$ cat config.mk
export PLATFORM = sky130hd
export DESIGN_NAME = led_pixel_spi_symbol_encoder_flat
export DESIGN_NICKNAME = d
export VERILOG_FILES = /design/src/hw/rtl/lpsse_pkg.sv /design/src/hw/rtl/lpsse_if.sv /design/src/hw/rtl/led_pixel_spi_symbol_encoder.sv /design/src/flat_wrapper.sv
export VERILOG_INCLUDE_DIRS = /design/src /design/src/hw/rtl
export SDC_FILE = /design/constraint.sdc
export NUM_CORES = 1
export LEC_CHECK = 0
export BUFFER_PORTS_ARGS = -buffer_cell sky130_fd_sc_hd__buf_2
export CAP_MARGIN = 20
export CORE_MARGIN = 2
export CORE_UTILIZATION = 53
export CTS_BUF_LIST = sky130_fd_sc_hd__clkbuf_8
export DETAILED_ROUTE_END_ITERATION = 10
export PLACE_DENSITY = 0.69
export SLEW_MARGIN = 20
export SYNTH_ARGS = -nofsm -noshare
export SYNTH_HDL_FRONTEND = slang
export SYNTH_SLANG_ARGS = --single-unit
$ cat constraint.sdc
create_clock -name clk -period 4.9 [get_ports clk]
set_input_delay 1.47 -clock clk [delete_from_list [all_inputs] [get_ports clk]]
set_output_delay 1.47 -clock clk [all_outputs]
set_load 0.02 [all_outputs]
$ cat src/hw/rtl/led_pixel_spi_symbol_encoder_defines.svh
// ----------------------------------------------------------------------------
// LED pixel symbol encoder assertion macros
// Concurrent assertion helpers that sample on clk and hold off during reset.
// ----------------------------------------------------------------------------
`ifndef LED_PIXEL_SPI_SYMBOL_ENCODER_DEFINES_SVH
`define LED_PIXEL_SPI_SYMBOL_ENCODER_DEFINES_SVH

`ifndef NO_ASSERTIONS
// Check that cond implies expect in the same cycle.
`define LPSSE_ASSERT_SAME(label, cond, expect) \
    label: assert property (@(posedge clk) disable iff (!rst_n) (cond) |-> (expect)) \
        else $error("lpsse: same-cycle check failed");
// Check that cond implies expect in the next cycle.
`define LPSSE_ASSERT_NEXT(label, cond, expect) \
    label: assert property (@(posedge clk) disable iff (!rst_n) (cond) |=> (expect)) \
        else $error("lpsse: next-cycle check failed");
`else
`define LPSSE_ASSERT_SAME(label, cond, expect)
`define LPSSE_ASSERT_NEXT(label, cond, expect)
`endif

`endif

$ cat src/hw/rtl/lpsse_pkg.sv
// ----------------------------------------------------------------------------
// LED pixel symbol encoder package
// Field widths, register indexes and the bit-to-symbol encoding function.
// ----------------------------------------------------------------------------
package lpsse_pkg;

    localparam int unsigned CHAN_W    = 8;
    localparam int unsigned SYM_W     = 3;
    localparam int unsigned WORD_W    = CHAN_W * SYM_W;
    localparam int unsigned LED_BYTES = 3 * WORD_W / 8;
    localparam int unsigned FRAME_W   = LED_BYTES * 8;
    localparam int unsigned PROD_W    = 2 * CHAN_W;
    localparam int unsigned CNT_W     = $clog2(LED_BYTES);
    localparam int unsigned IDX_W     = 3;

    localparam logic [CNT_W-1:0] CNT_LAST = CNT_W'(LED_BYTES - 1);
    localparam logic [CNT_W-1:0] CNT_ONE  = CNT_W'(1);

    // Register indexes of the configuration port
    localparam logic [IDX_W-1:0] REG_BRIGHTNESS = 3'd0;
    localparam logic [IDX_W-1:0] REG_SWAP_RG    = 3'd1;
    localparam logic [IDX_W-1:0] REG_INVERT     = 3'd2;
    localparam logic [IDX_W-1:0] REG_ONE_SYM    = 3'd3;
    localparam logic [IDX_W-1:0] REG_ZERO_SYM   = 3'd4;

    localparam logic [CHAN_W-1:0] BRIGHTNESS_RST = 8'd128;
    localparam logic [SYM_W-1:0]  ONE_SYM_RST    = 3'd6;
    localparam logic [SYM_W-1:0]  ZERO_SYM_RST   = 3'd4;

    typedef struct packed {
        logic [CHAN_W-1:0] brightness;
        logic              swap_red_green;
        logic              invert_bytes;
        logic [SYM_W-1:0]  one_symbol;
        logic [SYM_W-1:0]  zero_symbol;
    } cfg_regs_t;

    // floor(p / 255) for p up to 255*255
    function automatic logic [CHAN_W-1:0] div255(input logic [PROD_W-1:0] p);
        logic [PROD_W:0] sum;
        sum = {1'b0, p} + {{(CHAN_W + 1){1'b0}}, p[PROD_W-1:CHAN_W]} + (PROD_W + 1)'(1);
        return sum[PROD_W-1:CHAN_W];
    endfunction

    // Color bit b, LSB first, becomes a symbol at bit offset SYM_W*b
    function automatic logic [WORD_W-1:0] encode_channel(
        input logic [CHAN_W-1:0] v,
        input logic [SYM_W-1:0]  one_sym,
        input logic [SYM_W-1:0]  zero_sym
    );
        logic [WORD_W-1:0] word;
        word = '0;
        for (int b = 0; b < CHAN_W; b++)
        begin
            word[SYM_W*b +: SYM_W] = v[b] ? one_sym : zero_sym;
        end
        return word;
    endfunction

endpackage

$ cat src/hw/rtl/lpsse_if.sv
// ----------------------------------------------------------------------------
// LED pixel symbol encoder channels
// Pixel input, serial byte output and configuration write channels.
// ----------------------------------------------------------------------------
interface lpsse_pixel_if;
    logic                            valid;
    logic                            ready;
    logic [lpsse_pkg::CHAN_W-1:0]    red;
    logic [lpsse_pkg::CHAN_W-1:0]    green;
    logic [lpsse_pkg::CHAN_W-1:0]    blue;

    modport source (output valid, output red, output green, output blue, input ready);
    modport sink   (input valid, input red, input green, input blue, output ready);
endinterface

interface lpsse_byte_if;
    logic        valid;
    logic        ready;
    logic [7:0]  line_byte;
    logic        last_of_led;

    modport source (output valid, output line_byte, output last_of_led, input ready);
    modport sink   (input valid, input line_byte, input last_of_led, output ready);
endinterface

interface lpsse_cfg_if;
    logic                            valid;
    logic                            ready;
    logic [lpsse_pkg::IDX_W-1:0]     index;
    logic [7:0]                      data;

    modport source (output valid, output index, output data, input ready);
    modport sink   (input valid, input index, input data, output ready);
endinterface

$ cat src/hw/rtl/led_pixel_spi_symbol_encoder.sv
// ----------------------------------------------------------------------------
// LED pixel serial symbol encoder
// Scales an RGB pixel, encodes each color bit as a 3-bit symbol and streams
// the result as nine bytes for a serial data line.
// ----------------------------------------------------------------------------
// Each pixel transfer yields nine byte transfers: red, green and blue slots in
// that order, each slot a 24-bit word of eight 3-bit symbols (LSB first) sent
// low byte first, the ninth byte flagged by last_of_led. A channel is scaled as
// floor(channel * brightness / 255) before encoding; swap_red_green exchanges
// the red and green data, invert_bytes complements every byte. The pipeline
// has four register stages (input capture, multiply, divide-and-encode,
// byte serializer); the capture stage loads at the transfer edge itself, and
// the first byte of a pixel is offered once the pixel reaches the serializer.
// The serializer, which sets the sustained rate, sends one byte per cycle
// while the stream is ready; a new pixel is taken while earlier ones are
// still in flight, and the next frame loads in the cycle the ninth byte leaves.
// Configuration writes are always accepted; write them only while idle.
// Unknown register indexes are ignored.
// ----------------------------------------------------------------------------
`include "led_pixel_spi_symbol_encoder_defines.svh"

module led_pixel_spi_symbol_encoder (
    input  logic           clk,
    input  logic           rst_n,
    lpsse_pixel_if.sink    pixel,
    lpsse_byte_if.source   stream,
    lpsse_cfg_if.sink      cfg
);

    // ------------------------------------------------------------------
    // Configuration registers
    // ------------------------------------------------------------------
    lpsse_pkg::cfg_regs_t cfg_reg;
    lpsse_pkg::cfg_regs_t cfg_next;

    assign cfg.ready = 1'b1;

    always_comb
    begin
        cfg_next = cfg_reg;
        if (cfg.valid)
        begin
            case (cfg.index)
                lpsse_pkg::REG_BRIGHTNESS: cfg_next.brightness     = cfg.data;
                lpsse_pkg::REG_SWAP_RG:    cfg_next.swap_red_green = cfg.data[0];
                lpsse_pkg::REG_INVERT:     cfg_next.invert_bytes   = cfg.data[0];
                lpsse_pkg::REG_ONE_SYM:    cfg_next.one_symbol     = cfg.data[2:0];
                lpsse_pkg::REG_ZERO_SYM:   cfg_next.zero_symbol    = cfg.data[2:0];
                default:                   cfg_next = cfg_reg;
            endcase
        end
    end

    always_ff @(posedge clk or negedge rst_n)
    begin
        if (!rst_n)
        begin
            cfg_reg.brightness     <= lpsse_pkg::BRIGHTNESS_RST;
            cfg_reg.swap_red_green <= 1'b0;
            cfg_reg.invert_bytes   <= 1'b0;
            cfg_reg.one_symbol     <= lpsse_pkg::ONE_SYM_RST;
            cfg_reg.zero_symbol    <= lpsse_pkg::ZERO_SYM_RST;
        end
        else
        begin
            cfg_reg <= cfg_next;
        end
    end

    // ------------------------------------------------------------------
    // Stage valids and back-pressure
    // ------------------------------------------------------------------
    logic s1_valid_reg, s1_valid_next;
    logic s2_valid_reg, s2_valid_next;
    logic s3_valid_reg, s3_valid_next;
    logic ser_valid_reg, ser_valid_next;

    logic [lpsse_pkg::CNT_W-1:0]   ser_cnt_reg, ser_cnt_next;
    logic [lpsse_pkg::CNT_W-1:0]   ser_cnt_inc;
    logic [lpsse_pkg::FRAME_W-1:0] ser_frame_reg, ser_frame_next;

    logic ser_last;
    logic out_xfer;
    logic out_stall;
    logic ser_ready;
    logic s3_ready;
    logic s2_ready;
    logic s1_ready;

    assign ser_last    = (ser_cnt_reg == lpsse_pkg::CNT_LAST);
    assign ser_cnt_inc = ser_cnt_reg + lpsse_pkg::CNT_ONE;
    assign out_xfer    = ser_valid_reg && stream.ready;
    assign out_stall   = ser_valid_reg && !stream.ready;
    // The serializer frees up as its ninth byte leaves
    assign ser_ready = !ser_valid_reg || (out_xfer && ser_last);
    assign s3_ready  = !s3_valid_reg || ser_ready;
    assign s2_ready  = !s2_valid_reg || s3_ready;
    assign s1_ready  = !s1_valid_reg || s2_ready;

    assign pixel.ready = s1_ready;

    // ------------------------------------------------------------------
    // Stage 1: capture the pixel
    // ------------------------------------------------------------------
    logic [lpsse_pkg::CHAN_W-1:0] s1_red_reg, s1_red_next;
    logic [lpsse_pkg::CHAN_W-1:0] s1_green_reg, s1_green_next;
    logic [lpsse_pkg::CHAN_W-1:0] s1_blue_reg, s1_blue_next;

    always_comb
    begin
        s1_valid_next = s1_valid_reg;
        s1_red_next   = s1_red_reg;
        s1_green_next = s1_green_reg;
        s1_blue_next  = s1_blue_reg;
        if (s1_ready)
        begin
            s1_valid_next = pixel.valid;
            s1_red_next   = pixel.red;
            s1_green_next = pixel.green;
            s1_blue_next  = pixel.blue;
        end
    end

    // ------------------------------------------------------------------
    // Stage 2: multiply each channel by brightness
    // ------------------------------------------------------------------
    logic [lpsse_pkg::PROD_W-1:0] s2_red_reg, s2_red_next;
    logic [lpsse_pkg::PROD_W-1:0] s2_green_reg, s2_green_next;
    logic [lpsse_pkg::PROD_W-1:0] s2_blue_reg, s2_blue_next;
    logic [lpsse_pkg::PROD_W-1:0] gain_wide;

    assign gain_wide = lpsse_pkg::PROD_W'(cfg_reg.brightness);

    always_comb
    begin
        s2_valid_next = s2_valid_reg;
        s2_red_next   = s2_red_reg;
        s2_green_next = s2_green_reg;
        s2_blue_next  = s2_blue_reg;
        if (s2_ready)
        begin
            s2_valid_next = s1_valid_reg;
            s2_red_next   = lpsse_pkg::PROD_W'(s1_red_reg) * gain_wide;
            s2_green_next = lpsse_pkg::PROD_W'(s1_green_reg) * gain_wide;
            s2_blue_next  = lpsse_pkg::PROD_W'(s1_blue_reg) * gain_wide;
        end
    end

    // ------------------------------------------------------------------
    // Stage 3: divide by 255, swap, encode symbols, invert
    // ------------------------------------------------------------------
    logic [lpsse_pkg::FRAME_W-1:0] s3_frame_reg, s3_frame_next;
    logic [lpsse_pkg::CHAN_W-1:0]  q_red;
    logic [lpsse_pkg::CHAN_W-1:0]  q_green;
    logic [lpsse_pkg::CHAN_W-1:0]  q_blue;
    logic [lpsse_pkg::CHAN_W-1:0]  slot_red;
    logic [lpsse_pkg::CHAN_W-1:0]  slot_green;
    logic [lpsse_pkg::FRAME_W-1:0] frame_raw;

    assign q_red      = lpsse_pkg::div255(s2_red_reg);
    assign q_green    = lpsse_pkg::div255(s2_green_reg);
    assign q_blue     = lpsse_pkg::div255(s2_blue_reg);
    assign slot_red   = cfg_reg.swap_red_green ? q_green : q_red;
    assign slot_green = cfg_reg.swap_red_green ? q_red : q_green;

    // Red slot occupies the low bytes so it goes out first
    assign frame_raw = {
        lpsse_pkg::encode_channel(q_blue, cfg_reg.one_symbol, cfg_reg.zero_symbol),
        lpsse_pkg::encode_channel(slot_green, cfg_reg.one_symbol, cfg_reg.zero_symbol),
        lpsse_pkg::encode_channel(slot_red, cfg_reg.one_symbol, cfg_reg.zero_symbol)
    };

    always_comb
    begin
        s3_valid_next = s3_valid_reg;
        s3_frame_next = s3_frame_reg;
        if (s3_ready)
        begin
            s3_valid_next = s2_valid_reg;
            s3_frame_next = cfg_reg.invert_bytes ? ~frame_raw : frame_raw;
        end
    end

    // ------------------------------------------------------------------
    // Stage 4: byte serializer, doubles as the output register
    // ------------------------------------------------------------------
    always_comb
    begin
        ser_valid_next = ser_valid_reg;
        ser_cnt_next   = ser_cnt_reg;
        ser_frame_next = ser_frame_reg;
        if (ser_ready)
        begin
            ser_valid_next = s3_valid_reg;
            ser_cnt_next   = '0;
            ser_frame_next = s3_frame_reg;
        end
        else if (out_xfer)
        begin
            // Advance to the next byte of this pixel
            ser_cnt_next   = ser_cnt_inc;
            ser_frame_next = ser_frame_reg >> 8;
        end
    end

    assign stream.valid       = ser_valid_reg;
    assign stream.line_byte   = ser_frame_reg[7:0];
    assign stream.last_of_led = ser_last;

    // ------------------------------------------------------------------
    // Registers
    // ------------------------------------------------------------------
    always_ff @(posedge clk or negedge rst_n)
    begin
        if (!rst_n)
        begin
            s1_valid_reg  <= 1'b0;
            s2_valid_reg  <= 1'b0;
            s3_valid_reg  <= 1'b0;
            ser_valid_reg <= 1'b0;
            ser_cnt_reg   <= '0;
        end
        else
        begin
            s1_valid_reg  <= s1_valid_next;
            s2_valid_reg  <= s2_valid_next;
            s3_valid_reg  <= s3_valid_next;
            ser_valid_reg <= ser_valid_next;
            ser_cnt_reg   <= ser_cnt_next;
        end
    end

    always_ff @(posedge clk)
    begin
        s1_red_reg    <= s1_red_next;
        s1_green_reg  <= s1_green_next;
        s1_blue_reg   <= s1_blue_next;
        s2_red_reg    <= s2_red_next;
        s2_green_reg  <= s2_green_next;
        s2_blue_reg   <= s2_blue_next;
        s3_frame_reg  <= s3_frame_next;
        ser_frame_reg <= ser_frame_next;
    end

    // ------------------------------------------------------------------
    // Assertions
    // ------------------------------------------------------------------
    `LPSSE_ASSERT_SAME(a_cnt_range, ser_valid_reg, ser_cnt_reg <= lpsse_pkg::CNT_LAST)
    `LPSSE_ASSERT_NEXT(a_in_lands, pixel.valid && pixel.ready, s1_valid_reg)
    `LPSSE_ASSERT_NEXT(a_byte_step, out_xfer && !ser_last, ser_cnt_reg == $past(ser_cnt_inc))
    `LPSSE_ASSERT_NEXT(a_stall_hold, out_stall, ser_valid_reg && $stable(ser_cnt_reg))

endmodule

$ cat src/flat_wrapper.sv
// flat-port wrapper written by rule: the top's interface ports become plain ports
module led_pixel_spi_symbol_encoder_flat 
  (clk, rst_n, pixel_valid, pixel_red, pixel_green, pixel_blue, pixel_ready, stream_valid, stream_line_byte, stream_last_of_led, stream_ready, cfg_valid, cfg_index, cfg_data, cfg_ready);
  lpsse_pixel_if pixel_i ();
  lpsse_byte_if stream_i ();
  lpsse_cfg_if cfg_i ();
  input  logic clk;
  input  logic rst_n;
  input wire logic [$bits(pixel_i.valid)-1:0] pixel_valid;
  input wire logic [$bits(pixel_i.red)-1:0] pixel_red;
  input wire logic [$bits(pixel_i.green)-1:0] pixel_green;
  input wire logic [$bits(pixel_i.blue)-1:0] pixel_blue;
  output wire logic [$bits(pixel_i.ready)-1:0] pixel_ready;
  output wire logic [$bits(stream_i.valid)-1:0] stream_valid;
  output wire logic [$bits(stream_i.line_byte)-1:0] stream_line_byte;
  output wire logic [$bits(stream_i.last_of_led)-1:0] stream_last_of_led;
  input wire logic [$bits(stream_i.ready)-1:0] stream_ready;
  input wire logic [$bits(cfg_i.valid)-1:0] cfg_valid;
  input wire logic [$bits(cfg_i.index)-1:0] cfg_index;
  input wire logic [$bits(cfg_i.data)-1:0] cfg_data;
  output wire logic [$bits(cfg_i.ready)-1:0] cfg_ready;
  assign pixel_i.valid = pixel_valid;
  assign pixel_i.red = pixel_red;
  assign pixel_i.green = pixel_green;
  assign pixel_i.blue = pixel_blue;
  assign pixel_ready = pixel_i.ready;
  assign stream_valid = stream_i.valid;
  assign stream_line_byte = stream_i.line_byte;
  assign stream_last_of_led = stream_i.last_of_led;
  assign stream_i.ready = stream_ready;
  assign cfg_i.valid = cfg_valid;
  assign cfg_i.index = cfg_index;
  assign cfg_i.data = cfg_data;
  assign cfg_ready = cfg_i.ready;
  led_pixel_spi_symbol_encoder u_core (.clk(clk), .rst_n(rst_n), .pixel(pixel_i), .stream(stream_i), .cfg(cfg_i));
endmodule
==> results.json <==
{
  "status": "finished clean",
  "fin_cells": 2396,
  "yosys-top-cells-area": "edfxtp_1 35%, fa_1 12%, ha_1 8.8%",
  "p_clk_share_pct": 14.5,
  "yosysTopAreaCellShare_pct": 34.93,
  "grt_first_pass_wirelength_um": 67030,
  "hold_buffers": 0,
  "cts_setup_buffers": 0,
  "hold_path.class": "flip-flop to flip-flop",
  "dr.pass1.iters": 6,
  "synth_fp_nets": 2159,
  "antennaDiodeCount": 0,
  "power_frac_seq_pct": 27.5,
  "report.final.slew_viol_count": 0,
  "port_buffers": 50,
  "slew_headroom_pct": 26.28,
  "path_clk_slew_ps": 70,
  "fin_nets": 2189,
  "setup_slack_ps": 262.3,
  "worstPathCellList": "buf_4 -> and2_1 -> fa_1 -> fa_1 -> inv_1 -> fa_1 -> fa_1 -> inv_1 -> ha_1 -> nor2b_1 -> nor4_1 -> o311ai_1 -> o41ai_1 -> xnor2_1",
  "synth_area_mm2": 0.01857,
  "post-place-cells": 2322,
  "cp.arrival_ps": 4940,
  "start_util_pct": 53.76,
  "grt_use_total_pct": 22.87,
  "drc_errors": 0,
  "crit_fanout": 15,
  "setup_tns_ps": 0,
  "cts_tree": "built",
  "path_class": "flip-flop to flip-flop",
  "slowest_stage": "fa_1",
  "rows": 68,
  "finClkSkew_ps": 43.45,
  "timing.final.crit_share_pct": 94.65,
  "synth_edf_count": 216,
  "synth_area_leader_cell": "edfxtp_1",
  "multiInputGateArea_mm2": 0.01049,
  "setup_violations": 0,
  "clock_sinks": 240,
  "pin_count": 52,
  "synthToLayoutAreaGrowth_pct": 7.789,
  "synthDistinctLibCells": 73,
  "cts_max_level": 2,
  "grt_antenna_before_repair": 0,
  "p_leak_nw": 8.734,
  "worstPathRequired_ps": 5200,
  "cp-start-kind": "flip-flop",
  "via_per_inst": 5.642,
  "wl_per_cell_um": 16.67,
  "clock_latency_ps": 600,
  "ys_seq_area_share_pct": 38.19,
  "hpwl_um": 28770,
  "grt_max_degree": 76,
  "yosysMostFrequentCell": "nand2_1",
  "grt_pass1_vias": 13390,
  "finalHoldViolations": 0,
  "tightestPinTransition_ps": 1101,
  "dieArea_mm2": 0.03655,
  "cp_common_cell": "fa_1",
  "synthCells": 1880,
  "cp-end-kind": "flip-flop",
  "grt_overflow": 0,
  "design.core.area_mm2": 0.03454,
  "synth_top_cells_by_count": "364 x nand2_1, 216 x edfxtp_1, 210 x and2_1",
  "drt_iter0_drc": 907,
  "synthArstFlopShare_pct": 10.00,
  "ys_ff_latch": 240,
  "cts-buffers-inserted": 41,
  "cts_resized": 0,
  "die_width_um": 191.2,
  "syn_avg_cell_area_um2": 9.877,
  "yosysWarningCount": 0,
  "place.gp.congestion": 0.9041,
  "die_y_um": 191.2,
  "maxCapViolCount": 0,
  "ys.flop_type": "edfxtp_1",
  "fill_cells": 3065,
  "drtAntennaViolNets": 0,
  "switching_share_pct": 42.45,
  "ir_drop_v": 0.0003818,
  "cts-root-buf": "clkbuf_8",
  "drive_above_1_share_pct": 10.46,
  "rsz0062_at_grt": "false",
  "worst_hold_slack_ps": 493.1,
  "pwr-share-comb_pct": 58.0,
  "power_density_mw_per_mm2": 591.7,
  "internal-power_mw": 6.815,
  "cts.path.max_buffers": 3,
  "period_needed_ps": 4638,
  "via_count": 13520,
  "clock.fmax_mhz": 215.6,
  "wl_um": 39940,
  "slowest_delay_ps": 490,
  "final-seq-area_mm2": 0.007092,
  "preCtsSetupSlack_ps": 299.0,
  "p_sw_mw": 5.028
}
-- per-layer routing --
layer	routed length, um	global-route usage [%]	up-vias
met2	18900	37.50	378
met3	2086	3.360	67
met1	18000	31.33	6568
li1	-	-	6506
met4	948	7.485	0
met5	0	0	-
-- through the flow --
stage,power (mW),util [%],cell area (um2)
floorplan,8.533,-,18570
global placement,9.915,55.70,19240
detailed placement,10.09,55.70,19240
CTS,11.89,57.94,20020
global route,13.01,57.94,20020
finish,11.84,57.94,20020
-- area by class of cell --
cell class                 count  area share (%)
clock buffer                  44           3.026
clock inverter                30          0.8377
inverter                     168           3.151
multi-input combinational   1383           52.42
sequential                   240           35.43
tap                          455           2.844
timing repair buffer          76           2.288
-- power groups by stage --
stage / logic [mW] / registers (mW) / clock network (mW)
after floorplan: 5.41 / 3.13 / 0
after global placement: 6.64 / 3.28 / 0
after detailed placement: 6.80 / 3.29 / 0
after CTS: 6.87 / 3.25 / 1.77
after global routing: 7.87 / 3.29 / 1.84
final: 6.87 / 3.25 / 1.72
-- final timing paths --
| kind | from | to | slack [ps] | cells past startpoint |
|---|---|---|---|---|
| max in group asynchronous | rst_n | u_core.cfg_reg[13]$_DFFE_PN0P_ | 3530 | 1 |
| min in group asynchronous | rst_n | u_core.cfg_reg[10]$_DFFE_PN0P_ | 910 | 1 |
| worst min-delay path | u_core.s1_valid_reg$_DFFE_PN0P_ | u_core.s2_valid_reg$_DFFE_PN0P_ | 490 | 1 |
| worst max-delay path | u_core.cfg_reg[10]$_DFFE_PN0P_ | u_core.s2_blue_reg[14]$_DFFE_PP_ | 260 | 14 |
| worst min register to register | u_core.s1_valid_reg$_DFFE_PN0P_ | u_core.s2_valid_reg$_DFFE_PN0P_ | 490 | 1 |
| worst max register to register | u_core.cfg_reg[10]$_DFFE_PN0P_ | u_core.s2_blue_reg[14]$_DFFE_PP_ | 260 | 14 |
-- cells by family (layout without fill, tap and decap cells) --
logic type | count (synthesis) | count (layout) | synth area share [%]
AND/OR/NAND/NOR | 787 | 787 | 20.37
AO/OA/AOI/OAI | 299 | 299 | 12.53
buffers and inverters | 257 | 318 | 5.458
flip-flops | 240 | 240 | 38.19
adder cells (fa/ha/maj) | 239 | 239 | 20.47
XOR/XNOR | 35 | 35 | 1.651
multiplexers | 22 | 22 | 1.307
other | 1 | 1 | 0.02019
-- critical path: cells and delay by family (launching register included) --
kind | cells | cell delay [ps]
compound gates | 2 | 540
buf+inv | 3 | 320
xor+xnor | 1 | 130
fa+ha+maj | 5 | 2210
simple gates | 3 | 680
flops | 1 | 460
-- placed cells by master, fill, tap and decap left out, types with 9 or more instances in the layout --
cell type,Yosys,final
nand2_1,364,362
edfxtp_1,216,216
and2_1,210,209
inv_1,168,181
ha_1,131,131
fa_1,108,108
nor2_1,86,86
buf_2,3,50
o21ai_0,48,48
o211ai_1,48,48
clkbuf_8,0,44
xnor2_1,29,29
buf_4,10,25
o22ai_1,24,24
o21a_1,21,21
o21bai_1,21,21
a21o_1,21,21
or2_2,20,20
o41ai_1,20,20
dfrtp_1,20,20
a21oi_1,19,19
nand3_1,20,19
nor2b_1,22,18
mux2_2,18,18
nor3_1,15,15
nand2b_1,11,10
a211oi_1,9,9
Power figures use the tool's default switching activity.
